### config.mk
export PLATFORM = sky130hd
export DESIGN_NAME = free_extent_coalescer_core_flat
export DESIGN_NICKNAME = d
export VERILOG_FILES = /design/src/rtl/fec_pkg.sv /design/src/rtl/fec_if.sv /design/src/rtl/free_extent_coalescer_core.sv /design/src/rtl/fec_alu.sv /design/src/flat_wrapper.sv
export SDC_FILE = /design/constraint.sdc
export NUM_CORES = 2
export LEC_CHECK = 0
export BUFFER_PORTS_ARGS = -buffer_cell sky130_fd_sc_hd__buf_2
export CORE_MARGIN = 2
export CORE_UTILIZATION = 50
export CTS_BUF_LIST = sky130_fd_sc_hd__clkbuf_16
export CTS_CLUSTER_SIZE = 14
export DETAILED_ROUTE_END_ITERATION = 6
export PLACE_DENSITY = 0.64
export SLEW_MARGIN = 10
export SYNTH_ARGS = -nofsm -noshare
export SYNTH_HDL_FRONTEND = slang
export SYNTH_HIERARCHICAL = 1
export SYNTH_SLANG_ARGS = --single-unit
### constraint.sdc
create_clock -name clk -period 22.2 [get_ports clk]
set_input_delay 3.33 -clock clk [delete_from_list [all_inputs] [get_ports clk]]
set_output_delay 3.33 -clock clk [all_outputs]
set_load 0.01 [all_outputs]
### src/rtl/fec_pkg.sv
package fec_pkg;

  localparam int FIELD_W           = 48;
  localparam int OP_W              = 2;
  localparam int STATUS_W          = 4;
  localparam int MAX_INTERVALS_DEF = 32;
  localparam int ADDR_BITS_DEF     = 48;

  typedef enum logic [OP_W-1:0] {
    OP_REPORT = 2'd0,
    OP_LIST   = 2'd1,
    OP_CLEAR  = 2'd2,
    OP_RSVD   = 2'd3
  } op_t;

  typedef enum logic [STATUS_W-1:0] {
    ST_IGNORED = 4'd0,
    ST_NEW     = 4'd1,
    ST_LEFT    = 4'd2,
    ST_RIGHT   = 4'd3,
    ST_BOTH    = 4'd4,
    ST_FULL    = 4'd5,
    ST_DUP     = 4'd6,
    ST_ENTRY   = 4'd7,
    ST_EMPTY   = 4'd8,
    ST_CLEARED = 4'd9
  } status_t;

endpackage

### src/rtl/fec_if.sv
interface fec_in_if;
  import fec_pkg::*;

  logic               valid;
  logic               ready;
  logic [OP_W-1:0]    op;
  logic [FIELD_W-1:0] hole_start;
  logic [FIELD_W-1:0] hole_length;

  modport source (output valid, op, hole_start, hole_length, input ready);
  modport sink   (input valid, op, hole_start, hole_length, output ready);
endinterface

interface fec_out_if;
  import fec_pkg::*;

  logic                valid;
  logic                ready;
  logic [STATUS_W-1:0] status;
  logic [FIELD_W-1:0]  out_start;
  logic [FIELD_W-1:0]  out_length;
  logic                last;

  modport source (output valid, status, out_start, out_length, last, input ready);
  modport sink   (input valid, status, out_start, out_length, last, output ready);
endinterface

### src/rtl/free_extent_coalescer_core.sv
// Sorted table of up to MAX_INTERVALS free address intervals, held in a
// single-port-read, single-port-write memory and worked on by one shared
// adder/comparator under a small sequencer; one item is taken at a time and
// in_if.ready is low until its last result has been taken. A report item scans
// the table from the bottom, reading each entry whose start lies below the
// hole and stopping at the first one that does not, then decides and sums,
// and an insert or a two-sided merge then moves every entry above the hole
// with one read and one write each before the result is offered.
// A list item reads the entries in turn and gives one result per entry, the
// next read waiting until the previous result has been taken; clear and unused
// opcodes go straight to their status result. The memory read port is the
// bottleneck throughout. Lengths saturate at the all-ones address value.
module free_extent_coalescer_core #(
  parameter int MAX_INTERVALS = fec_pkg::MAX_INTERVALS_DEF,
  parameter int ADDR_BITS     = fec_pkg::ADDR_BITS_DEF
) (
  input  logic      clk,
  input  logic      rst_n,
  fec_in_if.sink    in_if,
  fec_out_if.source out_if
);
  import fec_pkg::*;

  localparam int CNT_W = $clog2(MAX_INTERVALS + 1);
  localparam int IDX_W = $clog2(MAX_INTERVALS);
  localparam int A     = ADDR_BITS;

  typedef enum logic [3:0] {
    S_IDLE,
    S_SCAN_RD,
    S_SCAN_CHK,
    S_LEFT,
    S_RIGHT,
    S_DUP,
    S_SUM1,
    S_SUM2,
    S_SHUP_RD,
    S_SHUP_WR,
    S_SHDN_RD,
    S_SHDN_WR,
    S_LIST_RD,
    S_LIST_CAP,
    S_OUT
  } state_t;

  state_t state_r, state_nxt;
  logic [CNT_W-1:0] cnt_r, cnt_nxt;
  logic [CNT_W-1:0] pos_r, pos_nxt;
  logic [CNT_W-1:0] sh_r, sh_nxt;
  logic [A-1:0] addr_r, addr_nxt, len_r, len_nxt;
  logic [A-1:0] prev_s_r, prev_s_nxt, prev_l_r, prev_l_nxt;
  logic [A-1:0] cur_s_r, cur_s_nxt, cur_l_r, cur_l_nxt;
  logic [A-1:0] acc_r, acc_nxt;
  logic left_r, left_nxt, right_r, right_nxt;
  logic out_valid_r, out_valid_nxt, out_last_r, out_last_nxt;
  status_t out_status_r, out_status_nxt;
  logic [FIELD_W-1:0] out_start_r, out_start_nxt, out_len_r, out_len_nxt;

  // memory: {start, length}
  logic [2*A-1:0] mem [MAX_INTERVALS];
  logic [2*A-1:0] rd_q;
  logic           rd_en, wr_en;
  logic [IDX_W-1:0] rd_addr, wr_addr;
  logic [2*A-1:0] wr_data;
  logic [A-1:0]   rd_s, rd_l;

  logic [A-1:0] alu_a, alu_b, alu_wrap, alu_sat;
  logic         alu_lt, alu_eq;

  logic [FIELD_W+A-1:0] in_start_ext, in_len_ext;
  logic [FIELD_W+A-1:0] rd_s_ext, rd_l_ext;
  logic [A-1:0]         in_start_m, in_len_m;
  logic [CNT_W-1:0]     pos_inc, sh_inc, sh_dec, pos_dec;
  logic                 has_prev, has_cur;

  assign rd_s = rd_q[2*A-1:A];
  assign rd_l = rd_q[A-1:0];

  // fields are taken modulo 2^ADDR_BITS; stored values leave on 48-bit fields
  assign in_start_ext = {{A{1'b0}}, in_if.hole_start};
  assign in_len_ext   = {{A{1'b0}}, in_if.hole_length};
  assign in_start_m   = in_start_ext[A-1:0];
  assign in_len_m     = in_len_ext[A-1:0];
  assign rd_s_ext     = {{FIELD_W{1'b0}}, rd_s};
  assign rd_l_ext     = {{FIELD_W{1'b0}}, rd_l};

  assign pos_inc  = pos_r + 1'b1;
  assign pos_dec  = pos_r - 1'b1;
  assign sh_inc   = sh_r + 1'b1;
  assign sh_dec   = sh_r - 1'b1;
  assign has_prev = pos_r != '0;
  assign has_cur  = pos_r != cnt_r;

  fec_alu #(.W(A)) u_alu (
    .a        (alu_a),
    .b        (alu_b),
    .sum_wrap (alu_wrap),
    .sum_sat  (alu_sat),
    .lt       (alu_lt),
    .eq       (alu_eq)
  );

  always_ff @(posedge clk) begin
    if (wr_en) begin
      mem[wr_addr] <= wr_data;
    end
    if (rd_en) begin
      rd_q <= mem[rd_addr];
    end
  end

  always_comb begin
    alu_a = '0;
    alu_b = '0;
    case (state_r)
      S_SCAN_CHK: begin
        alu_a = rd_s;
        alu_b = addr_r;
      end
      S_LEFT: begin
        alu_a = prev_s_r;
        alu_b = prev_l_r;
      end
      S_RIGHT: begin
        alu_a = addr_r;
        alu_b = len_r;
      end
      S_DUP: begin
        alu_a = cur_s_r;
        alu_b = addr_r;
      end
      S_SUM1: begin
        if (left_r && right_r) begin
          alu_a = len_r;
          alu_b = cur_l_r;
        end else if (left_r) begin
          alu_a = prev_l_r;
          alu_b = len_r;
        end else begin
          alu_a = cur_l_r;
          alu_b = len_r;
        end
      end
      S_SUM2: begin
        alu_a = prev_l_r;
        alu_b = acc_r;
      end
      default: begin
        alu_a = '0;
        alu_b = '0;
      end
    endcase
  end

  always_comb begin
    state_nxt      = state_r;
    cnt_nxt        = cnt_r;
    pos_nxt        = pos_r;
    sh_nxt         = sh_r;
    addr_nxt       = addr_r;
    len_nxt        = len_r;
    prev_s_nxt     = prev_s_r;
    prev_l_nxt     = prev_l_r;
    cur_s_nxt      = cur_s_r;
    cur_l_nxt      = cur_l_r;
    acc_nxt        = acc_r;
    left_nxt       = left_r;
    right_nxt      = right_r;
    out_valid_nxt  = out_valid_r;
    out_status_nxt = out_status_r;
    out_start_nxt  = out_start_r;
    out_len_nxt    = out_len_r;
    out_last_nxt   = out_last_r;
    rd_en          = 1'b0;
    rd_addr        = pos_r[IDX_W-1:0];
    wr_en          = 1'b0;
    wr_addr        = pos_r[IDX_W-1:0];
    wr_data        = {addr_r, len_r};

    // unless a state overrides, a finished item shows a status-only result
    if (state_r != S_OUT && state_r != S_LIST_CAP) begin
      out_start_nxt = '0;
      out_len_nxt   = '0;
      out_last_nxt  = 1'b1;
    end

    case (state_r)
      S_IDLE: begin
        if (in_if.valid) begin
          pos_nxt = '0;
          case (op_t'(in_if.op))
            OP_REPORT: begin
              addr_nxt = in_start_m;
              len_nxt  = in_len_m;
              if (in_start_m == '0 || in_len_m == '0) begin
                out_valid_nxt  = 1'b1;
                out_status_nxt = ST_IGNORED;
                state_nxt      = S_OUT;
              end else begin
                state_nxt = S_SCAN_RD;
              end
            end
            OP_LIST: begin
              if (cnt_r == '0) begin
                out_valid_nxt  = 1'b1;
                out_status_nxt = ST_EMPTY;
                state_nxt      = S_OUT;
              end else begin
                state_nxt = S_LIST_RD;
              end
            end
            OP_CLEAR: begin
              cnt_nxt        = '0;
              out_valid_nxt  = 1'b1;
              out_status_nxt = ST_CLEARED;
              state_nxt      = S_OUT;
            end
            default: begin
              out_valid_nxt  = 1'b1;
              out_status_nxt = ST_IGNORED;
              state_nxt      = S_OUT;
            end
          endcase
        end
      end

      S_SCAN_RD: begin
        if (!has_cur) begin
          state_nxt = S_LEFT;
        end else begin
          rd_en     = 1'b1;
          state_nxt = S_SCAN_CHK;
        end
      end

      S_SCAN_CHK: begin
        if (alu_lt) begin
          prev_s_nxt = rd_s;
          prev_l_nxt = rd_l;
          pos_nxt    = pos_inc;
          state_nxt  = S_SCAN_RD;
        end else begin
          cur_s_nxt = rd_s;
          cur_l_nxt = rd_l;
          state_nxt = S_LEFT;
        end
      end

      S_LEFT: begin
        left_nxt  = has_prev && (alu_wrap == addr_r);
        state_nxt = S_RIGHT;
      end

      S_RIGHT: begin
        right_nxt = has_cur && (alu_wrap == cur_s_r);
        state_nxt = (left_r || right_nxt) ? S_SUM1 : S_DUP;
      end

      S_SUM1: begin
        acc_nxt = alu_sat;
        if (left_r && right_r) begin
          state_nxt = S_SUM2;
        end else if (left_r) begin
          wr_en          = 1'b1;
          wr_addr        = pos_dec[IDX_W-1:0];
          wr_data        = {prev_s_r, alu_sat};
          out_valid_nxt  = 1'b1;
          out_status_nxt = ST_LEFT;
          state_nxt      = S_OUT;
        end else begin
          wr_en          = 1'b1;
          wr_data        = {addr_r, alu_sat};
          out_valid_nxt  = 1'b1;
          out_status_nxt = ST_RIGHT;
          state_nxt      = S_OUT;
        end
      end

      S_SUM2: begin
        wr_en     = 1'b1;
        wr_addr   = pos_dec[IDX_W-1:0];
        wr_data   = {prev_s_r, alu_sat};
        sh_nxt    = pos_r;
        state_nxt = S_SHDN_RD;
      end

      // close the gap left by the right-hand neighbor
      S_SHDN_RD: begin
        if (sh_inc == cnt_r) begin
          cnt_nxt        = cnt_r - 1'b1;
          out_valid_nxt  = 1'b1;
          out_status_nxt = ST_BOTH;
          state_nxt      = S_OUT;
        end else begin
          rd_en     = 1'b1;
          rd_addr   = sh_inc[IDX_W-1:0];
          state_nxt = S_SHDN_WR;
        end
      end

      S_SHDN_WR: begin
        wr_en     = 1'b1;
        wr_addr   = sh_r[IDX_W-1:0];
        wr_data   = rd_q;
        sh_nxt    = sh_inc;
        state_nxt = S_SHDN_RD;
      end

      S_DUP: begin
        if (has_cur && alu_eq) begin
          out_valid_nxt  = 1'b1;
          out_status_nxt = ST_DUP;
          state_nxt      = S_OUT;
        end else if (cnt_r == CNT_W'(MAX_INTERVALS)) begin
          out_valid_nxt  = 1'b1;
          out_status_nxt = ST_FULL;
          state_nxt      = S_OUT;
        end else begin
          sh_nxt    = cnt_r;
          state_nxt = S_SHUP_RD;
        end
      end

      // open a slot at pos, top entry first
      S_SHUP_RD: begin
        if (sh_r == pos_r) begin
          wr_en          = 1'b1;
          wr_data        = {addr_r, len_r};
          cnt_nxt        = cnt_r + 1'b1;
          out_valid_nxt  = 1'b1;
          out_status_nxt = ST_NEW;
          state_nxt      = S_OUT;
        end else begin
          rd_en     = 1'b1;
          rd_addr   = sh_dec[IDX_W-1:0];
          state_nxt = S_SHUP_WR;
        end
      end

      S_SHUP_WR: begin
        wr_en     = 1'b1;
        wr_addr   = sh_r[IDX_W-1:0];
        wr_data   = rd_q;
        sh_nxt    = sh_dec;
        state_nxt = S_SHUP_RD;
      end

      S_LIST_RD: begin
        rd_en     = 1'b1;
        state_nxt = S_LIST_CAP;
      end

      S_LIST_CAP: begin
        out_valid_nxt  = 1'b1;
        out_status_nxt = ST_ENTRY;
        out_start_nxt  = rd_s_ext[FIELD_W-1:0];
        out_len_nxt    = rd_l_ext[FIELD_W-1:0];
        out_last_nxt   = pos_inc == cnt_r;
        state_nxt      = S_OUT;
      end

      S_OUT: begin
        if (out_if.ready) begin
          out_valid_nxt = 1'b0;
          if (out_status_r == ST_ENTRY && !out_last_r) begin
            pos_nxt   = pos_inc;
            state_nxt = S_LIST_RD;
          end else begin
            state_nxt = S_IDLE;
          end
        end
      end

      default: begin
        state_nxt = S_IDLE;
      end
    endcase
  end

  always_ff @(posedge clk) begin
    if (!rst_n) begin
      state_r     <= S_IDLE;
      cnt_r       <= '0;
      out_valid_r <= 1'b0;
    end else begin
      state_r     <= state_nxt;
      cnt_r       <= cnt_nxt;
      out_valid_r <= out_valid_nxt;
    end
    pos_r        <= pos_nxt;
    sh_r         <= sh_nxt;
    addr_r       <= addr_nxt;
    len_r        <= len_nxt;
    prev_s_r     <= prev_s_nxt;
    prev_l_r     <= prev_l_nxt;
    cur_s_r      <= cur_s_nxt;
    cur_l_r      <= cur_l_nxt;
    acc_r        <= acc_nxt;
    left_r       <= left_nxt;
    right_r      <= right_nxt;
    out_status_r <= out_status_nxt;
    out_start_r  <= out_start_nxt;
    out_len_r    <= out_len_nxt;
    out_last_r   <= out_last_nxt;
  end

  assign in_if.ready       = state_r == S_IDLE;
  assign out_if.valid      = out_valid_r;
  assign out_if.status     = out_status_r;
  assign out_if.out_start  = out_start_r;
  assign out_if.out_length = out_len_r;
  assign out_if.last       = out_last_r;

endmodule

### src/rtl/fec_alu.sv
module fec_alu #(
  parameter int W = fec_pkg::ADDR_BITS_DEF
) (
  input  logic [W-1:0] a,
  input  logic [W-1:0] b,
  output logic [W-1:0] sum_wrap,
  output logic [W-1:0] sum_sat,
  output logic         lt,
  output logic         eq
);

  logic [W:0] sum;

  assign sum      = {1'b0, a} + {1'b0, b};
  assign sum_wrap = sum[W-1:0];
  // carry out means the true sum is past the all-ones limit
  assign sum_sat  = sum[W] ? {W{1'b1}} : sum[W-1:0];
  assign lt       = a < b;
  assign eq       = a == b;

endmodule

### src/flat_wrapper.sv
// flat-port wrapper written by rule: the top's interface ports become plain ports
module free_extent_coalescer_core_flat import fec_pkg::*;
#(
  parameter int MAX_INTERVALS = fec_pkg::MAX_INTERVALS_DEF,
  parameter int ADDR_BITS     = fec_pkg::ADDR_BITS_DEF
)
  (clk, rst_n, in_if_valid, in_if_op, in_if_hole_start, in_if_hole_length, in_if_ready, out_if_valid, out_if_status, out_if_out_start, out_if_out_length, out_if_last, out_if_ready);
  fec_in_if in_if_i ();
  fec_out_if out_if_i ();
  input  logic clk;
  input  logic rst_n;
  input wire logic [$bits(in_if_i.valid)-1:0] in_if_valid;
  input wire logic [$bits(in_if_i.op)-1:0] in_if_op;
  input wire logic [$bits(in_if_i.hole_start)-1:0] in_if_hole_start;
  input wire logic [$bits(in_if_i.hole_length)-1:0] in_if_hole_length;
  output wire logic [$bits(in_if_i.ready)-1:0] in_if_ready;
  output wire logic [$bits(out_if_i.valid)-1:0] out_if_valid;
  output wire logic [$bits(out_if_i.status)-1:0] out_if_status;
  output wire logic [$bits(out_if_i.out_start)-1:0] out_if_out_start;
  output wire logic [$bits(out_if_i.out_length)-1:0] out_if_out_length;
  output wire logic [$bits(out_if_i.last)-1:0] out_if_last;
  input wire logic [$bits(out_if_i.ready)-1:0] out_if_ready;
  assign in_if_i.valid = in_if_valid;
  assign in_if_i.op = in_if_op;
  assign in_if_i.hole_start = in_if_hole_start;
  assign in_if_i.hole_length = in_if_hole_length;
  assign in_if_ready = in_if_i.ready;
  assign out_if_valid = out_if_i.valid;
  assign out_if_status = out_if_i.status;
  assign out_if_out_start = out_if_i.out_start;
  assign out_if_out_length = out_if_i.out_length;
  assign out_if_last = out_if_i.last;
  assign out_if_i.ready = out_if_ready;
  free_extent_coalescer_core #(.MAX_INTERVALS(MAX_INTERVALS), .ADDR_BITS(ADDR_BITS)) u_core (.clk(clk), .rst_n(rst_n), .in_if(in_if_i), .out_if(out_if_i));
endmodule
### After elaboration in Yosys (flattened, before gate mapping)

Memory sizes are Yosys's and may differ from the RTL's. A register that Yosys moved wholly into a read port is not among the register bits.
Index checks and enable logic that the tools add are counted.

* flip-flop bits (word level): 462
* memory bits (writable): 3072
* output and inout bits: 103
* memories: 1

* add/subtract/negate cells: 7
* order comparisons: 1
* equal/unequal tests: 40
* muxes and demuxes: 79
* bitwise gates (word level): 1
* reduce and logical (&&, ||, !) cells: 34

Memory list
* u_core.mem: words 32, bits a word 96, rd ports 1, clocked after memory_dff 1, wr ports 1, line free_extent_coalescer_core.sv:60 `logic [2*A-1:0] mem [MAX_INTERVALS];`

Operator list (number)
* $mux W48: 7
* $pmux W48 S6: 1
* $pmux W96 S3: 1
* $pmux W48 S5: 1
* $mux W96: 2
* $eq A48 B48 Y1: 3
* $logic_not A48 Y1: 2
* $mux W6: 10
* $mux W4: 14
* $pmux W4 S14: 1
* $add A48 B48 Y49: 1
* $lt A48 B48 Y1: 1
* $pmux W6 S3: 2
* $eq A4 B4 Y1 const B: 7
* $pmux W4 S6: 1
* $pmux W6 S4: 1
* $eq A4 B3 Y1 const B: 5
* $mux W1: 20
* $mux W5: 4
* $add A6 B1 Y6 const B: 3
* $eq A6 B6 Y1: 3
* $pmux W5 S3: 1
* $pmux W4 S3: 1
* $reduce_bool A6 Y1: 2
* 39 further kinds: 68

### Logic depth before layout (Yosys ltp)

* depth in word-level cells: 9
* depth in mapped cells: 29
* mapped depth without buffers: 25

### Cells and area by module

The synthesis kept the hierarchy.

Modules (own cells, without submodules)
* free_extent_coalescer_core: times used 1, cells each 9757, area an instance 143868.0 um^2, sequential area each 108894.4 um^2
* fec_alu: times used 1, cells each 711, area an instance 4909.7 um^2, sequential area each 0.0 um^2

### Least setup slack after synthesis

No wires, ideal clock.

* kind: register to register
* start point: reg u_core.state_r[2]
* end point: reg u_core.pos_r[0] (enable)
* arrival: 15.031 ns
* data required time: 21.305 ns
* path slack: 6.274 ns
* stages on the path, launching flop included: 23
* period minus slack after synthesis: 15.926 ns
* path through: dfxtp_1 > clkbuf_1 > nand3_1 > inv_1 > nand2_1 > nand2_1 > clkbuf_1 > clkbuf_1 > nand2_1 > nand3_1 > inv_1 > ha_1 > clkbuf_1 > nand4_1 > nor2_1 > and3_1 > nand3_1 > nor3_1 > o21ai_0 > o21ai_0 > nor3b_1 > nor4_1 > nor4_1

* cells in the longest elaborated chain, start to end: 6

Ends and longest elaborated chain
* start, declared: line free_extent_coalescer_core.sv:46 `state_t state_r, state_nxt;`
* start signal, assigned: line free_extent_coalescer_core.sv:386 `state_r <= state_nxt;`
* $eq A4 B2 Y1 or $eq A4 B3 Y1 (tied branches): line free_extent_coalescer_core.sv:115 `case (state_r)`
* $reduce_or A2 Y1 (no line)
* $pmux W48 S5 *: line free_extent_coalescer_core.sv:115
* net u_core.alu_b[42]: line free_extent_coalescer_core.sv:67 `logic [A-1:0] alu_a, alu_b, alu_wrap, alu_sat;`
* $lt A48 B48 Y1 *: line fec_alu.sv:18 `assign lt = a < b;`
* net u_core.alu_lt: line free_extent_coalescer_core.sv:68 `logic alu_lt, alu_eq;`
* $ne A2 B1 Y1 (no line) *
* $reduce_and A5 Y1 (no line) *
* end signal, assigned: line free_extent_coalescer_core.sv:390 `pos_r <= pos_nxt;`
* end, declared: line free_extent_coalescer_core.sv:48 `logic [CNT_W-1:0] pos_r, pos_nxt;`

Mark *: on every way through the listed nets, which the timed path passes. The rest lies on a longest branch.
A chain may end at the register's enable or synchronous reset.

### Worst setup path after layout

* start point: reg u_core.state_r[0]
* end point: mem u_core/mem[14][16] (netlist name) (data pin)

* cells in the longest elaborated chain, start to end: 8

Ends and longest elaborated chain
* $eq A4 B2 Y1 or $eq A4 B3 Y1 (tied branches): line free_extent_coalescer_core.sv:115
* $reduce_or A2 Y1 (no line)
* $pmux W48 S5 *: line free_extent_coalescer_core.sv:115
* net u_core.alu_b[13]: line free_extent_coalescer_core.sv:67
* $add A48 B48 Y49 *: line fec_alu.sv:14 `assign sum = {1'b0, a} + {1'b0, b};`
* $mux W48 *: line fec_alu.sv:17 `assign sum_sat = sum[W] ? {W{1'b1}} : sum[W-1:0];`
* net u_core.alu_sat[16]: line free_extent_coalescer_core.sv:67
* $mux W96: line free_extent_coalescer_core.sv:263 `end else if (left_r) begin`
* $mux W96: line free_extent_coalescer_core.sv:261 `if (left_r && right_r) begin`
* $pmux W96 S3 *: line free_extent_coalescer_core.sv:187 `case (state_r)`
* net u_core.wr_data[16]: line free_extent_coalescer_core.sv:64 `logic [2*A-1:0] wr_data;`
* end, declared: line free_extent_coalescer_core.sv:60

Marks and branches as above.

==> flow_summary.yaml <==
status:
  status: "finished with violations"
  violations: "DRC"
sta:
  setup_tns_ns: 0
  rsz0062_at_grt: "false"
  period_minus_slack_ns: 9.003
  whs_ns: 0.5258
  tightest_slew_ns: 1.415
  min_period_over_period: 0.4055
  skew_ns: 0.05851
  setup_violations: 0
  hold_viol_final: 0
  relSlewSlack: 0.05689
  timing.fmax_mhz: 111.1
  slew_viol_final: 0
synth:
  yosysWarnings: 6
  syn_inst: 10470
  yosysSeqAreaShare: 0.7319
  synth_flop_cell: "edfxtp_1"
  synth_cell_type_count: 94
  synth_seq_cells: 3630
  syn-num-nets: 10680
  synth_area_um2: 148800
  syn_avg_cell_area_um2: 14.21
  synthArstFlopShare: 0
  synth_edf_count: 3619
clock_tree:
  insertion_delay_ns: 0.96
  ctsLongestPathBuffers: 4
  cts.sinks: 3630
  holdBufCountCts: 0
  cts_resized: 0
  numCtsBuffers: 377
  clk_pin_slew_ns: 0.06
  post-cts-setup-buffer-count: 0
  root_buffer: "clkbuf_16"
  tritoncts: "yes"
  h-tree-depth: 5
power_and_ir_drop:
  p_clk_frac: 0.240
  sequentialPowerShare: 0.353
  p_comb_frac: 0.407
  netSwitchingFraction: 0.4208
  p_sw_w: 0.01082
  ir_worst_vdd_mv: 0.1775
  power.internal_w: 0.01489
  p_per_area_nw_per_um2: 154.1
  p_leak_nw: 56.93
route:
  route.met2.wl_um: 238600
  wl_met1_um: 206000
  wl_per_cell_um: 35.67
  highest_layer: "met5"
  drtIter0Drc: 15430
  wl_met3_um: 62440
  vias: 98710
  ant_nets: 0
  drt-total-wl_um: 531700
  drc: 24
  drt-vias-per-instance: 6.623
  dr.pass1.iters: 7
cells_and_area:
  num-nets-final: 10870
  final_layout_size_suffix_gt1_frac: 0.1031
  ff_latch_area_um2: 108900
  fill_cells: 23340
  multi_input_area_um2: 36820
  syn2layout_area_growth_pct: 12.13
  final_cells: 14900
  post-route-util: 0.5626
floorplan:
  dieArea_um2: 301900
  start_util: 0.5017
  num_rows: 200
  fp.coreArea_um2: 296500
  ios: 205
  die_w_um: 549.5
  die_h_um: 549.5
global_route:
  grt_pass1_wl_um: 731200
  grt_pass1_vias: 92290
  gr-total-overflow: 0
  antenna_found_initial: 48
  grt_use_total: 0.3460
  grt_max_degree: 152
placed_design:
  dp_cells: 14220
  gp_congestion: 1.009
  port_buffers: 204
  place.detailed.hpwl_um: 306000
setup_path:
  slowest_delay_ns: 0.98
  startpoint_type: "register"
  crit_path_start: "u_core/state_r[0]$_SDFFE_PN0P_"
  worst-path-max-fanout: 32
  r2r_end: "u_core/mem[14][16]$_DFFE_PP_"
  worstRegToRegCells: 21
  arrival_ns: 9.48
  crit_path_end: "u_core/mem[14][16]$_DFFE_PP_"
  cp_slowest_cell: "dfxtp_1"
  r2r-start: "u_core/state_r[0]$_SDFFE_PN0P_"
  crit_top_cell: "buf_4"
  crit_type: "register to register"
  required_ns: 22.67
  path_cells: "nand2b_1 > or2_2 > nand2b_2 > buf_4 > buf_4 > a22oi_1 > nand3_1 > inv_1 > ha_1 > nor2b_1 > o21ba_2 > o41ai_1 > nor2b_1 > a211oi_4 > o21ba_2 > buf_4 > nor2_1 > buf_4 > nand2b_1 > a222oi_1 > inv_1"
  r2r_slack_ns: 13.20
  end_kind: "register"
flow_run:
  cap_violations: 0
hold_path:
  hp-class: "register to register"
  holdCritStartpoint: "u_core/out_if.valid$_SDFFE_PN0P_"
## placed cells by master, fill, tap and decap left out, drive strengths merged, types with 94 or more instances in the layout
cell and instances:
a21oi 179, a221oi 102, a22oi 386, a31oi 106
a32o 95, a32oi 99, and2 104, buf 493
clkbuf 384, clkinv 164, edfxtp 3619, ha 108
inv 242, mux2i 587, nand2 2090, nand3 943
nand4 181, nor2 147, o2111ai 195, xor2 94
## area by class of cell
| cell class | count | area share |
|---|---|---|
| inverter | 160 | 0.003600 |
| timing repair buffer | 493 | 0.02130 |
| antenna | 17 | 0.0002550 |
| multi-input combinational | 5997 | 0.2207 |
| sequential | 3630 | 0.6528 |
| clock inverter | 284 | 0.01421 |
| clock buffer | 384 | 0.05760 |
| tap | 3939 | 0.02954 |
## metrics by stage
stage | area (um^2) | total power (W) | worst slack, ns
2_1_floorplan | 148800 | 0.01512 | 6.274
3_5_place_dp | 154800 | 0.01935 | 13.66
5_1_grt | 166800 | 0.02647 | 13.09
6_report | 166800 | 0.02571 | 13.20
3_3_place_gp | 154700 | 0.01926 | 13.77
4_1_cts | 166800 | 0.02546 | 13.63
## power groups by stage
stage,combinational (W),sequential [W],clock (W)
6_report,0.0105,0.00908,0.00617
5_1_grt,0.0109,0.00907,0.00648
4_1_cts,0.0102,0.00904,0.00621
3_5_place_dp,0.0102,0.00918,0
3_3_place_gp,0.0101,0.00918,0
2_1_floorplan,0.00621,0.00891,0
## Yosys cell counts, types with 48 or more instances
cell type,instances,area (um^2)
o21ai_0,51,255.2
a32oi_1,99,867.1
inv_1,158,593.1
o2111ai_1,195,1708
clkbuf_1,382,1434
a31oi_1,106,663.1
nand3_1,942,4715
a32o_1,95,950.9
nor2_1,142,533.0
xor2_1,94,823.3
nand4_1,181,1132
nand2_1,2089,7841
nor3_1,48,240.2
a222oi_1,48,480.5
edfxtp_1,3619,108700
a21oi_1,177,885.9
nor4_1,60,375.4
xnor2_1,86,753.2
ha_1,108,1351
buf_2,211,1056
mux2i_1,587,5876
and2_1,104,650.6
buf_1,51,191.4
a221oi_1,100,875.8
a22oi_1,386,2898
## state kept, by name (all words and copies together) (netlist names), 6 cells and up
register	cells
u_core/cnt_r	6
u_core/prev_l_r	48
u_core/cur_l_r	48
u_core/out_if.out_start	48
u_core/cur_s_r	48
u_core/acc_r	48
u_core/mem	3072
u_core/rd_q	96
u_core/len_r	48
u_core/pos_r	6
u_core/addr_r	48
u_core/sh_r	6
u_core/prev_s_r	48
u_core/out_if.out_length	48
## worst min-delay path by stage
stage / endpoint / slack (ns) / cells after the start
after floorplan: u_core/cur_l_r[0]$_DFFE_PP_ / 0.46 / 0
after CTS: u_core/out_if.valid$_SDFFE_PN0P_ / 0.54 / 2
after global routing: u_core/out_if.valid$_SDFFE_PN0P_ / 0.56 / 2
final: u_core/out_if.valid$_SDFFE_PN0P_ / 0.53 / 2
after detailed placement: u_core/out_if.valid$_SDFFE_PN0P_ / 0.53 / 2
after global placement: u_core/out_if.valid$_SDFFE_PN0P_ / 0.49 / 2
## worst max-delay path, delay by kind of cell (launching register included)
| kind | cells | cell delay, ns |
|---|---|---|
| buf+inv | 6 | 2.52 |
| flops | 1 | 0.98 |
| compound gates | 6 | 2.58 |
| simple gates | 8 | 1.87 |
| fa+ha+maj | 1 | 0.50 |
## metal layers
metal,up-vias,GRT usage
met4,22,0.1405
met2,6785,0.5292
met1,50320,0.4820
li1,40460,-
met3,1123,0.07705
met5,-,0
## logic make-up (layout without fill, tap and decap cells)
family                     Yosys count  count (layout)  synth area share
AOI/OAI and AO/OA                 1400            1400           0.07305
xor gates and xnor gates           181             181           0.01071
adders and majority gates          110             110          0.009352
buffers and inverters              841            1321           0.02405
DFF                               3630            3630            0.7319
muxes                              587             587           0.03949
other                                0              17                 0
and+or+nand+nor                   3719            3719            0.1114
Note: power is estimated with default switching activity, not from simulation.
